$ cat src/rtl/connection_admission_controller_defines.svh
// ---------------------------------------------------------------------------
// connection admission controller assertion macros
// shared property forms for the admission controller checks
// ---------------------------------------------------------------------------
`ifndef CONNECTION_ADMISSION_CONTROLLER_DEFINES_SVH
`define CONNECTION_ADMISSION_CONTROLLER_DEFINES_SVH

`ifndef SYNTHESIS
`define CAC_ASSERT_SAME(name, pre, post) \
    name: assert property (@(posedge i_clk) disable iff (!i_rst_n) (pre) |-> (post)) \
        else $error("admission controller check failed");
`define CAC_ASSERT_NEXT(name, pre, post) \
    name: assert property (@(posedge i_clk) disable iff (!i_rst_n) (pre) |=> (post)) \
        else $error("admission controller check failed");
`else
`define CAC_ASSERT_SAME(name, pre, post)
`define CAC_ASSERT_NEXT(name, pre, post)
`endif

`endif

$ cat src/rtl/cac_pkg.sv
// ---------------------------------------------------------------------------
// cac_pkg
// types, codes and constants of the connection admission controller
// ---------------------------------------------------------------------------
package cac_pkg;

    localparam int TABLE_ENTRIES_DEF = 64;

    localparam logic [9:0]  LIMIT_FLOOR   = 10'd100;
    localparam logic [9:0]  LIMIT_CEIL    = 10'd1000;
    localparam logic [9:0]  LIMIT_DOWN    = 10'd50;
    localparam logic [9:0]  LIMIT_UP      = 10'd10;
    localparam logic [31:0] RATE_IDLE_SEC = 32'd60;
    localparam logic [13:0] TOTAL_MAX     = 14'd16383;
    localparam logic [7:0]  COUNT_MAX     = 8'd255;
    localparam logic [6:0]  DISTINCT_MAX  = 7'd127;

    typedef enum logic [2:0] {
        REQ_CHECK   = 3'd0,
        REQ_ADD     = 3'd1,
        REQ_REMOVE  = 3'd2,
        REQ_BAN     = 3'd3,
        REQ_UNBAN   = 3'd4,
        REQ_CLEANUP = 3'd5,
        REQ_LOAD    = 3'd6,
        REQ_NONE    = 3'd7
    } t_req;

    localparam logic [2:0] RSN_NONE      = 3'd0;
    localparam logic [2:0] RSN_BANNED    = 3'd1;
    localparam logic [2:0] RSN_GLOBAL    = 3'd2;
    localparam logic [2:0] RSN_LOAD      = 3'd3;
    localparam logic [2:0] RSN_RATE      = 3'd4;
    localparam logic [2:0] RSN_ADDR_FULL = 3'd5;

    localparam logic [1:0] STRAT_GLOBAL = 2'd0;
    localparam logic [1:0] STRAT_ADDR   = 2'd1;
    localparam logic [1:0] STRAT_LOAD   = 2'd2;
    localparam logic [1:0] STRAT_RATE   = 2'd3;

    localparam logic [2:0] CFG_STRATEGY = 3'd0;
    localparam logic [2:0] CFG_ADDR_MAX = 3'd1;
    localparam logic [2:0] CFG_RATE_MAX = 3'd2;
    localparam logic [2:0] CFG_CPU_THR  = 3'd3;
    localparam logic [2:0] CFG_MEM_THR  = 3'd4;

    typedef enum logic [1:0] {
        S_IDLE = 2'd0,
        S_LOOK = 2'd1,
        S_EXEC = 2'd2,
        S_OUT  = 2'd3
    } t_state;

    typedef struct packed {
        logic        used;
        logic [31:0] addr;
        logic [7:0]  cnt;
        logic        rv;
        logic [31:0] ws;
        logic [7:0]  rc;
        logic        bv;
        logic [31:0] be;
    } t_entry;

    typedef struct packed {
        logic        write;
        logic        cleanup;
        logic [31:0] now;
        t_entry      entry;
    } t_cmd;

endpackage

$ cat src/rtl/cac_cell.sv
// ---------------------------------------------------------------------------
// cac_cell
// one table slot: address match, free chain link, update and cleanup aging
// ---------------------------------------------------------------------------
module cac_cell (
    input  logic            i_clk,
    input  logic            i_rst_n,
    input  logic [31:0]     i_addr,
    input  logic            i_sel,
    input  cac_pkg::t_cmd   i_cmd,
    input  logic            i_free_seen,
    output logic            o_free_seen,
    output logic            o_first_free,
    output logic            o_hit,
    output cac_pkg::t_entry o_entry
);

    logic        r_used, r_rv, r_bv;
    logic [7:0]  r_cnt;
    logic [31:0] r_addr, r_ws, r_be;
    logic [7:0]  r_rc;

    logic w_bv_keep, w_rv_keep, w_used_keep;

    assign o_hit        = r_used && (r_addr == i_addr);
    assign o_first_free = !r_used && !i_free_seen;
    assign o_free_seen  = i_free_seen || !r_used;

    always_comb begin
        o_entry = '0;
        if (o_hit) begin
            o_entry = '{used: r_used, addr: r_addr, cnt: r_cnt, rv: r_rv, ws: r_ws,
                        rc: r_rc, bv: r_bv, be: r_be};
        end
    end

    // aging done by every slot at once on a cleanup tick
    always_comb begin
        w_bv_keep   = r_bv && !(r_be < i_cmd.now);
        w_rv_keep   = r_rv && !((i_cmd.now > r_ws) && ((i_cmd.now - r_ws) > cac_pkg::RATE_IDLE_SEC));
        w_used_keep = r_used && ((r_cnt != 8'd0) || w_rv_keep || w_bv_keep);
    end

    always_ff @(posedge i_clk) begin
        if (!i_rst_n) begin
            r_used <= 1'b0;
            r_cnt  <= 8'd0;
            r_rv   <= 1'b0;
            r_bv   <= 1'b0;
        end else if (i_cmd.write && i_sel) begin
            r_used <= i_cmd.entry.used;
            r_cnt  <= i_cmd.entry.cnt;
            r_rv   <= i_cmd.entry.rv;
            r_bv   <= i_cmd.entry.bv;
        end else if (i_cmd.cleanup && r_used) begin
            r_used <= w_used_keep;
            r_rv   <= w_rv_keep;
            r_bv   <= w_bv_keep;
        end
    end

    always_ff @(posedge i_clk) begin
        if (i_cmd.write && i_sel) begin
            r_addr <= i_cmd.entry.addr;
            r_ws   <= i_cmd.entry.ws;
            r_rc   <= i_cmd.entry.rc;
            r_be   <= i_cmd.entry.be;
        end
    end

endmodule

$ cat config.mk
export PLATFORM = sky130hd
export DESIGN_NAME = cac_cell
export DESIGN_NICKNAME = d
export VERILOG_FILES = /design/src/rtl/connection_admission_controller_defines.svh /design/src/rtl/cac_pkg.sv /design/src/rtl/cac_cell.sv
export SDC_FILE = /design/constraint.sdc
export NUM_CORES = 1
export LEC_CHECK = 0
export BUFFER_PORTS_ARGS = -buffer_cell sky130_fd_sc_hd__buf_4
export CAP_MARGIN = 40
export CORE_UTILIZATION = 40
export DETAILED_ROUTE_END_ITERATION = 8
export GPL_TIMING_DRIVEN = 0
export MAX_ROUTING_LAYER = met4
export PLACE_DENSITY_LB_ADDON = 0.3
export SYNTH_ARGS = -nofsm -noshare
export SYNTH_HDL_FRONTEND = slang
export SYNTH_SLANG_ARGS = --single-unit
$ cat constraint.sdc
create_clock -name i_clk -period 2.9 [get_ports i_clk]
set_input_delay 0.145 -clock i_clk [delete_from_list [all_inputs] [get_ports i_clk]]
set_output_delay 0.145 -clock i_clk [all_outputs]
set_load 0.02 [all_outputs]
== Word level (Yosys, flattened, before mapping) ==
Index checks and enable logic that the tools add are counted.

* Word-level logic and storage cells: 37
* Bits in writable memories: 0
* Bits in latches: 0
* Memories: 0
* Flip-flop bits (word level): 115
* Bits in read-only memories: 0
* Input bits: 185

* Div/mod/pow operators: 0
* Muxes and demuxes: 7
* Order comparisons: 3
* $add $sub $neg: 1
* Equality and inequality tests: 1
* Reductions and logical operators: 17
* Multipliers: 0
* Shift-type cells: 0
* Bitwise logic cells: 0

{| class="wikitable"
|+ Operators by type and width
! operator !! count
|-
| $mux 115 || 1
|-
| $eq 32x32->1 || 1
|-
| $gt 32x32->1 || 1
|-
| $gt 32x6->1 const B || 1
|-
| $lt 32x32->1 || 1
|-
| $sub 32x32->32 || 1
|-
| $logic_and 1x1->1 || 8
|-
| $reduce_bool 8->1 || 1
|-
| $mux 1 || 6
|-
| $logic_not 1->1 || 4
|-
| $logic_or 1x1->1 || 3
|-
| $reduce_bool 2->1 || 1
|}

== Longest topological paths before layout ==
* Word-level depth: 10
* Mapped depth: 13
* Mapped depth without buffers: 13

== Least setup slack after synthesis ==
No wires, ideal clock.

* Path type: reg-to-reg
* Start: register r_ws[2]
* End: register r_rv
* Data required time: 2.831 ns
* Setup slack: 0.049 ns
* Arrival: 2.782 ns
* Library setup time: 0.069 ns
* Cell stages (with the launch flop): 13
* Cells stage by stage: edfxtp_1 -> inv_1 -> ha_1 -> nor2b_4 -> o31a_4 -> o31ai_4 -> o21ai_2 -> a221oi_2 -> xnor2_1 -> or4b_1 -> nor4_1 -> a21oi_1 -> o21ai_1

* Word-level cells in the longest chain between the ends: 7
* Elaborated cells between the ends (all ways): 8
* Classes of those cells: 1 x add/sub; 2 x order compare; 2 x mux; 3 x reduce/logical

{| class="wikitable"
|+ Ends and longest elaborated chain
! what !! RTL line !! source
|-
| from (decl) || cac_cell.sv:20 || <nowiki>logic [31:0] r_addr, r_ws, r_be;</nowiki>
|-
| from (signal assigned) || cac_cell.sv:65 || <nowiki>r_ws <= i_cmd.entry.ws;</nowiki>
|-
| $sub 32x32->32 || cac_cell.sv:40 || <nowiki>w_rv_keep = r_rv && !((i_cmd.now > r_ws) && ((i_cmd.now - r_ws) > cac_pkg::RATE_IDLE_SEC));</nowiki>
|-
| $gt 32x6->1 || cac_cell.sv:40 ||
|-
| $logic_and 1x1->1 (*) || cac_cell.sv:40 ||
|-
| $logic_not 1->1 (*) || cac_cell.sv:40 ||
|-
| $logic_and 1x1->1 (*) || cac_cell.sv:40 ||
|-
| $mux 1 (*) || cac_cell.sv:55 || <nowiki>end else if (i_cmd.cleanup && r_used) begin</nowiki>
|-
| $mux 1 (*) || cac_cell.sv:50 || <nowiki>end else if (i_cmd.write && i_sel) begin</nowiki>
|-
| to (signal assigned) || cac_cell.sv:53 || <nowiki>r_rv <= i_cmd.entry.rv;</nowiki>
|-
| to (signal assigned) || cac_cell.sv:57 || <nowiki>r_rv <= w_rv_keep;</nowiki>
|-
| to (decl) || cac_cell.sv:18 || <nowiki>logic r_used, r_rv, r_bv;</nowiki>
|}

Every way passes the cells marked *; elsewhere a longest branch is shown, timed or not. The select of a mux whose other input is x is not followed.
A chain may end at the register's enable or synchronous reset.

== Worst setup path after layout ==
* Start: register r_ws[1]
* End: register r_used

* Word-level cells in the longest chain between the ends: 10
* Elaborated cells between the ends (all ways): 11
* Classes of those cells: 1 x add/sub; 2 x order compare; 2 x mux; 6 x reduce/logical

{| class="wikitable"
|+ Ends and longest elaborated chain
! what !! RTL line !! source
|-
| $sub 32x32->32 || cac_cell.sv:40 ||
|-
| $gt 32x6->1 || cac_cell.sv:40 ||
|-
| $logic_and 1x1->1 (*) || cac_cell.sv:40 ||
|-
| $logic_not 1->1 (*) || cac_cell.sv:40 ||
|-
| $logic_and 1x1->1 (*) || cac_cell.sv:40 ||
|-
| $logic_or 1x1->1 (*) (2 in a row) || cac_cell.sv:41 || <nowiki>w_used_keep = r_used && ((r_cnt != 8'd0) || w_rv_keep || w_bv_keep);</nowiki>
|-
| $logic_and 1x1->1 (*) || cac_cell.sv:41 ||
|-
| $mux 1 (*) || cac_cell.sv:55 ||
|-
| $mux 1 (*) || cac_cell.sv:50 ||
|-
| to (signal assigned) || cac_cell.sv:51 || <nowiki>r_used <= i_cmd.entry.used;</nowiki>
|-
| to (signal assigned) || cac_cell.sv:56 || <nowiki>r_used <= w_used_keep;</nowiki>
|-
| to (decl) || cac_cell.sv:18 ||
|}

Marks and branches as above.

==> flow_metrics.tcl <==
set metrics [dict create \
    status "complete, but fails checks" \
    violations "setup timing" \
    yosysSeqAreaShare_pct 43.5 \
    p_leak_nw 6.04 \
    drcViolationCount 0 \
    end_kind "flip-flop" \
    antenna_found_initial 0 \
    grt_pass1_vias 7820 \
    nets 1490 \
    rsz0062_at_grt "true" \
    drtAntennaViolNets 0 \
    tightest_slew_ns 0.557 \
    cp-endpoint "r_used" \
    die_area_sq_um 19800 \
    detailed_place_hpwl_microns 19300 \
    holdWs_ns 0.0613 \
    coreArea_sq_um 18800 \
    vias_per_cell 5.25 \
    clk_pin_slew_ns 0.06 \
    fin_crit_ns 3.09 \
    row_count 50 \
    via_count 7816 \
    hold_violations 0 \
    gp_congestion 0.876 \
    track_usage_pct 28.2 \
    setup_viol 114 \
    synth_ff_type "edfxtp_1" \
    peakVddDrop_uv 445 \
    syn_to_final_growth_pct 77.4 \
    drt_iter0_drc 414 \
    reg2reg_depth 13 \
    io_buffers 302 \
    fin_ws_ns -0.187 \
    clock_path_buffers 2 \
    fmax_mhz 324 \
    drv_cap 0 \
    crit_type "reg -> reg" \
    grt_pass1_wl_microns 40800 \
    synthCells 777 \
    grt_max_degree 84 \
    r2r-end "r_used" \
    power-per-cell-area_nw_per_um2 415 \
    async_reset_ff_share_pct 0 \
    yosysWarnings 0 \
    synth_area_leader_cell "edfxtp_1" \
    worstPathArrival_ns 3.45 \
    slew-limit-headroom_pct 62.6 \
    numCtsBuffers 17 \
    post_dp_cell_area_sq_um 10300 \
    grt_overflow 0 \
    ios 303 \
    yosys_register_bits 115 \
    fin_cells 1488 \
    fin_util_pct 72.6 \
    routed_wirelength_microns 29600 \
    fin_skew_ns 0.0103 \
    crit_fanout 4 \
    synth_fp_nets 1026 \
    fin_crit_sh_pct 106 \
    crit_start "r_ws[1]" \
    cts_tree "built" \
    synth_edf_count 104 \
    required_ns 3.26 \
    drive_gt1_share_pct 45.1 \
    avgSynthCellArea_sq_um 9.88 \
    cp-start-kind "flip-flop" \
    dr.pass1.iters 5 \
    synth_top_area_share_pct 40.7 \
    die_h_microns 141 \
    reg2reg_from "r_ws[1]" \
    clock_latency_ns 0.43 \
    post-place-ws_ns -0.794 \
    syn_area_sq_um 7680 \
    stdcell_area_sq_um 13600 \
    htree_levels 4 \
    start_util_pct 40.9 \
    root_buffer "clkbuf_16" \
    numClockSinks 115 \
    dp.cells 1315 \
    drt-wirelength-per-cell_microns 19.9 \
    antenna_cells 0 \
    yosys.cell_types.count 64 \
    hp-class "in -> reg" \
    r2r_slack_ns -0.19 \
    final-max-slew-violation-count 0 \
    synthTopCellsByArea "edfxtp_1, ha_1, and2_1" \
    die_w_microns 141 \
]
## power by group
group / switching [mW] / internal (mW) / total, mW
Clock: 0.925 / 1.41 / 2.33
Combinational: 0.655 / 0.658 / 1.31
Sequential: 0.0730 / 1.93 / 2.00
Total: 1.65 / 4.00 / 5.65
## cells in the mapped netlist, types with 4 or more instances
library cell	n
and2_1	114
xor2_1	12
o211ai_1	9
nor4_1	8
ha_1	63
nor2b_1	5
nand2_1	60
clkbuf_1	22
nand3_1	12
nand4_1	26
a21o_1	14
a31oi_1	5
o21ai_1	5
inv_1	70
xnor2_1	35
edfxtp_1	104
or3_1	4
a211oi_1	5
a21oi_1	51
dfxtp_1	11
a21boi_0	11
nor2_1	27
nor3_1	7
o21a_1	12
o21ai_0	26
nand2b_1	5
## state kept, by name (all words and copies together) (netlist names)
name,count
r_addr,32
r_rc,8
r_ws,32
r_be,32
r_rv,1
r_cnt,8
r_used,1
r_bv,1
## worst min-delay path by stage
stage / slack [ns] / endpoint / cells past startpoint / start
after global placement: 0.32 / r_addr[16] / 1 / i_cmd[98]
final: 0.06 / r_rv / 3 / i_rst_n
after floorplan: 0.24 / r_addr[0] / 0 / i_cmd[82]
after detailed placement: 0.32 / r_addr[16] / 1 / i_cmd[98]
after global routing: 0.08 / r_rv / 3 / i_rst_n
after CTS: 0.06 / r_rv / 3 / i_rst_n
## critical path: stages (launching register included)
cell      delay, ns
edfxtp_1       0.44
buf_4          0.17
fa_2           0.38
nor2b_4        0.15
o31a_4         0.19
o31ai_4        0.08
o21ai_4        0.17
buf_4          0.16
o21ai_0        0.11
a41oi_1        0.27
nand4_1        0.23
nor4_2         0.39
a21oi_2        0.14
o21ai_1        0.14
## layout by cell type (no fill, tap or decap), types with 9 or more instances in the layout
cell type | synthesis | layout
a21boi_0 | 11 | 11
a21o_1 | 14 | 14
a21oi_1 | 51 | 38
a21oi_2 | 0 | 9
and2_4 | 0 | 106
buf_4 | 2 | 208
buf_6 | 2 | 126
buf_8 | 0 | 10
clkbuf_16 | 0 | 26
dfxtp_1 | 11 | 11
dlygate4sd3_1 | 0 | 114
edfxtp_1 | 104 | 104
ha_1 | 63 | 54
inv_1 | 70 | 69
nand2_1 | 60 | 59
nand3_1 | 12 | 11
nand4_1 | 26 | 26
nor2_1 | 27 | 25
o211ai_1 | 9 | 9
o21a_1 | 12 | 11
o21ai_0 | 26 | 22
xnor2_1 | 35 | 31
xor2_1 | 12 | 12
## per-layer routing
layer  up-vias  global-route usage [%]  share of wire, %
met5         -                       -                 0
met2       319                    52.2                54
met3        79                    4.79               5.1
met4         0                    12.6               4.1
met1      3704                    29.1                37
li1       3714                       -                 -
## what timing repair did
item	CTS	global route
hold buffers	114	0
setup buffers	10	13
endpoints found under the setup margin	118	118
pin swaps	13	63
endpoints found under the hold margin	114	0
gates resized for setup	74	293
gates cloned	0	11
## final cells by class
| class | count | area (sq um) |
|---|---|---|
| fill | 1248 | 5150 |
| multi-input combinational | 564 | 4520 |
| timing repair buffer | 452 | 4280 |
| sequential | 115 | 3340 |
| clock buffer | 18 | 439 |
| tap | 234 | 293 |
| buffer | 21 | 289 |
| inverter | 70 | 263 |
| clock inverter | 14 | 193 |
## metrics by stage
| stage | power, mW | TNS (ns) |
|---|---|---|
| 6_report | 5.65 | -7.14 |
| 3_3_place_gp | 3.02 | -128.49 |
| 2_1_floorplan | 2.63 | 0 |
| 4_1_cts | 5.54 | -0.268 |
| 5_1_grt | 5.83 | -14.02 |
| 3_5_place_dp | 3.04 | -42.76 |
## logic make-up (layout without fill, tap and decap cells)
| group | Yosys count | after routing | synth area share (%) |
|---|---|---|---|
| DFF | 115 | 115 | 43.5 |
| AOI/OAI and AO/OA | 166 | 166 | 14.5 |
| and+or+nand+nor | 284 | 284 | 20.4 |
| buffers and inverters | 98 | 575 | 5.23 |
| adders and majority gates | 64 | 64 | 10.5 |
| xor gates and xnor gates | 47 | 47 | 5.36 |
| muxes | 3 | 3 | 0.407 |
Note: power is estimated with default switching activity, not from simulation.
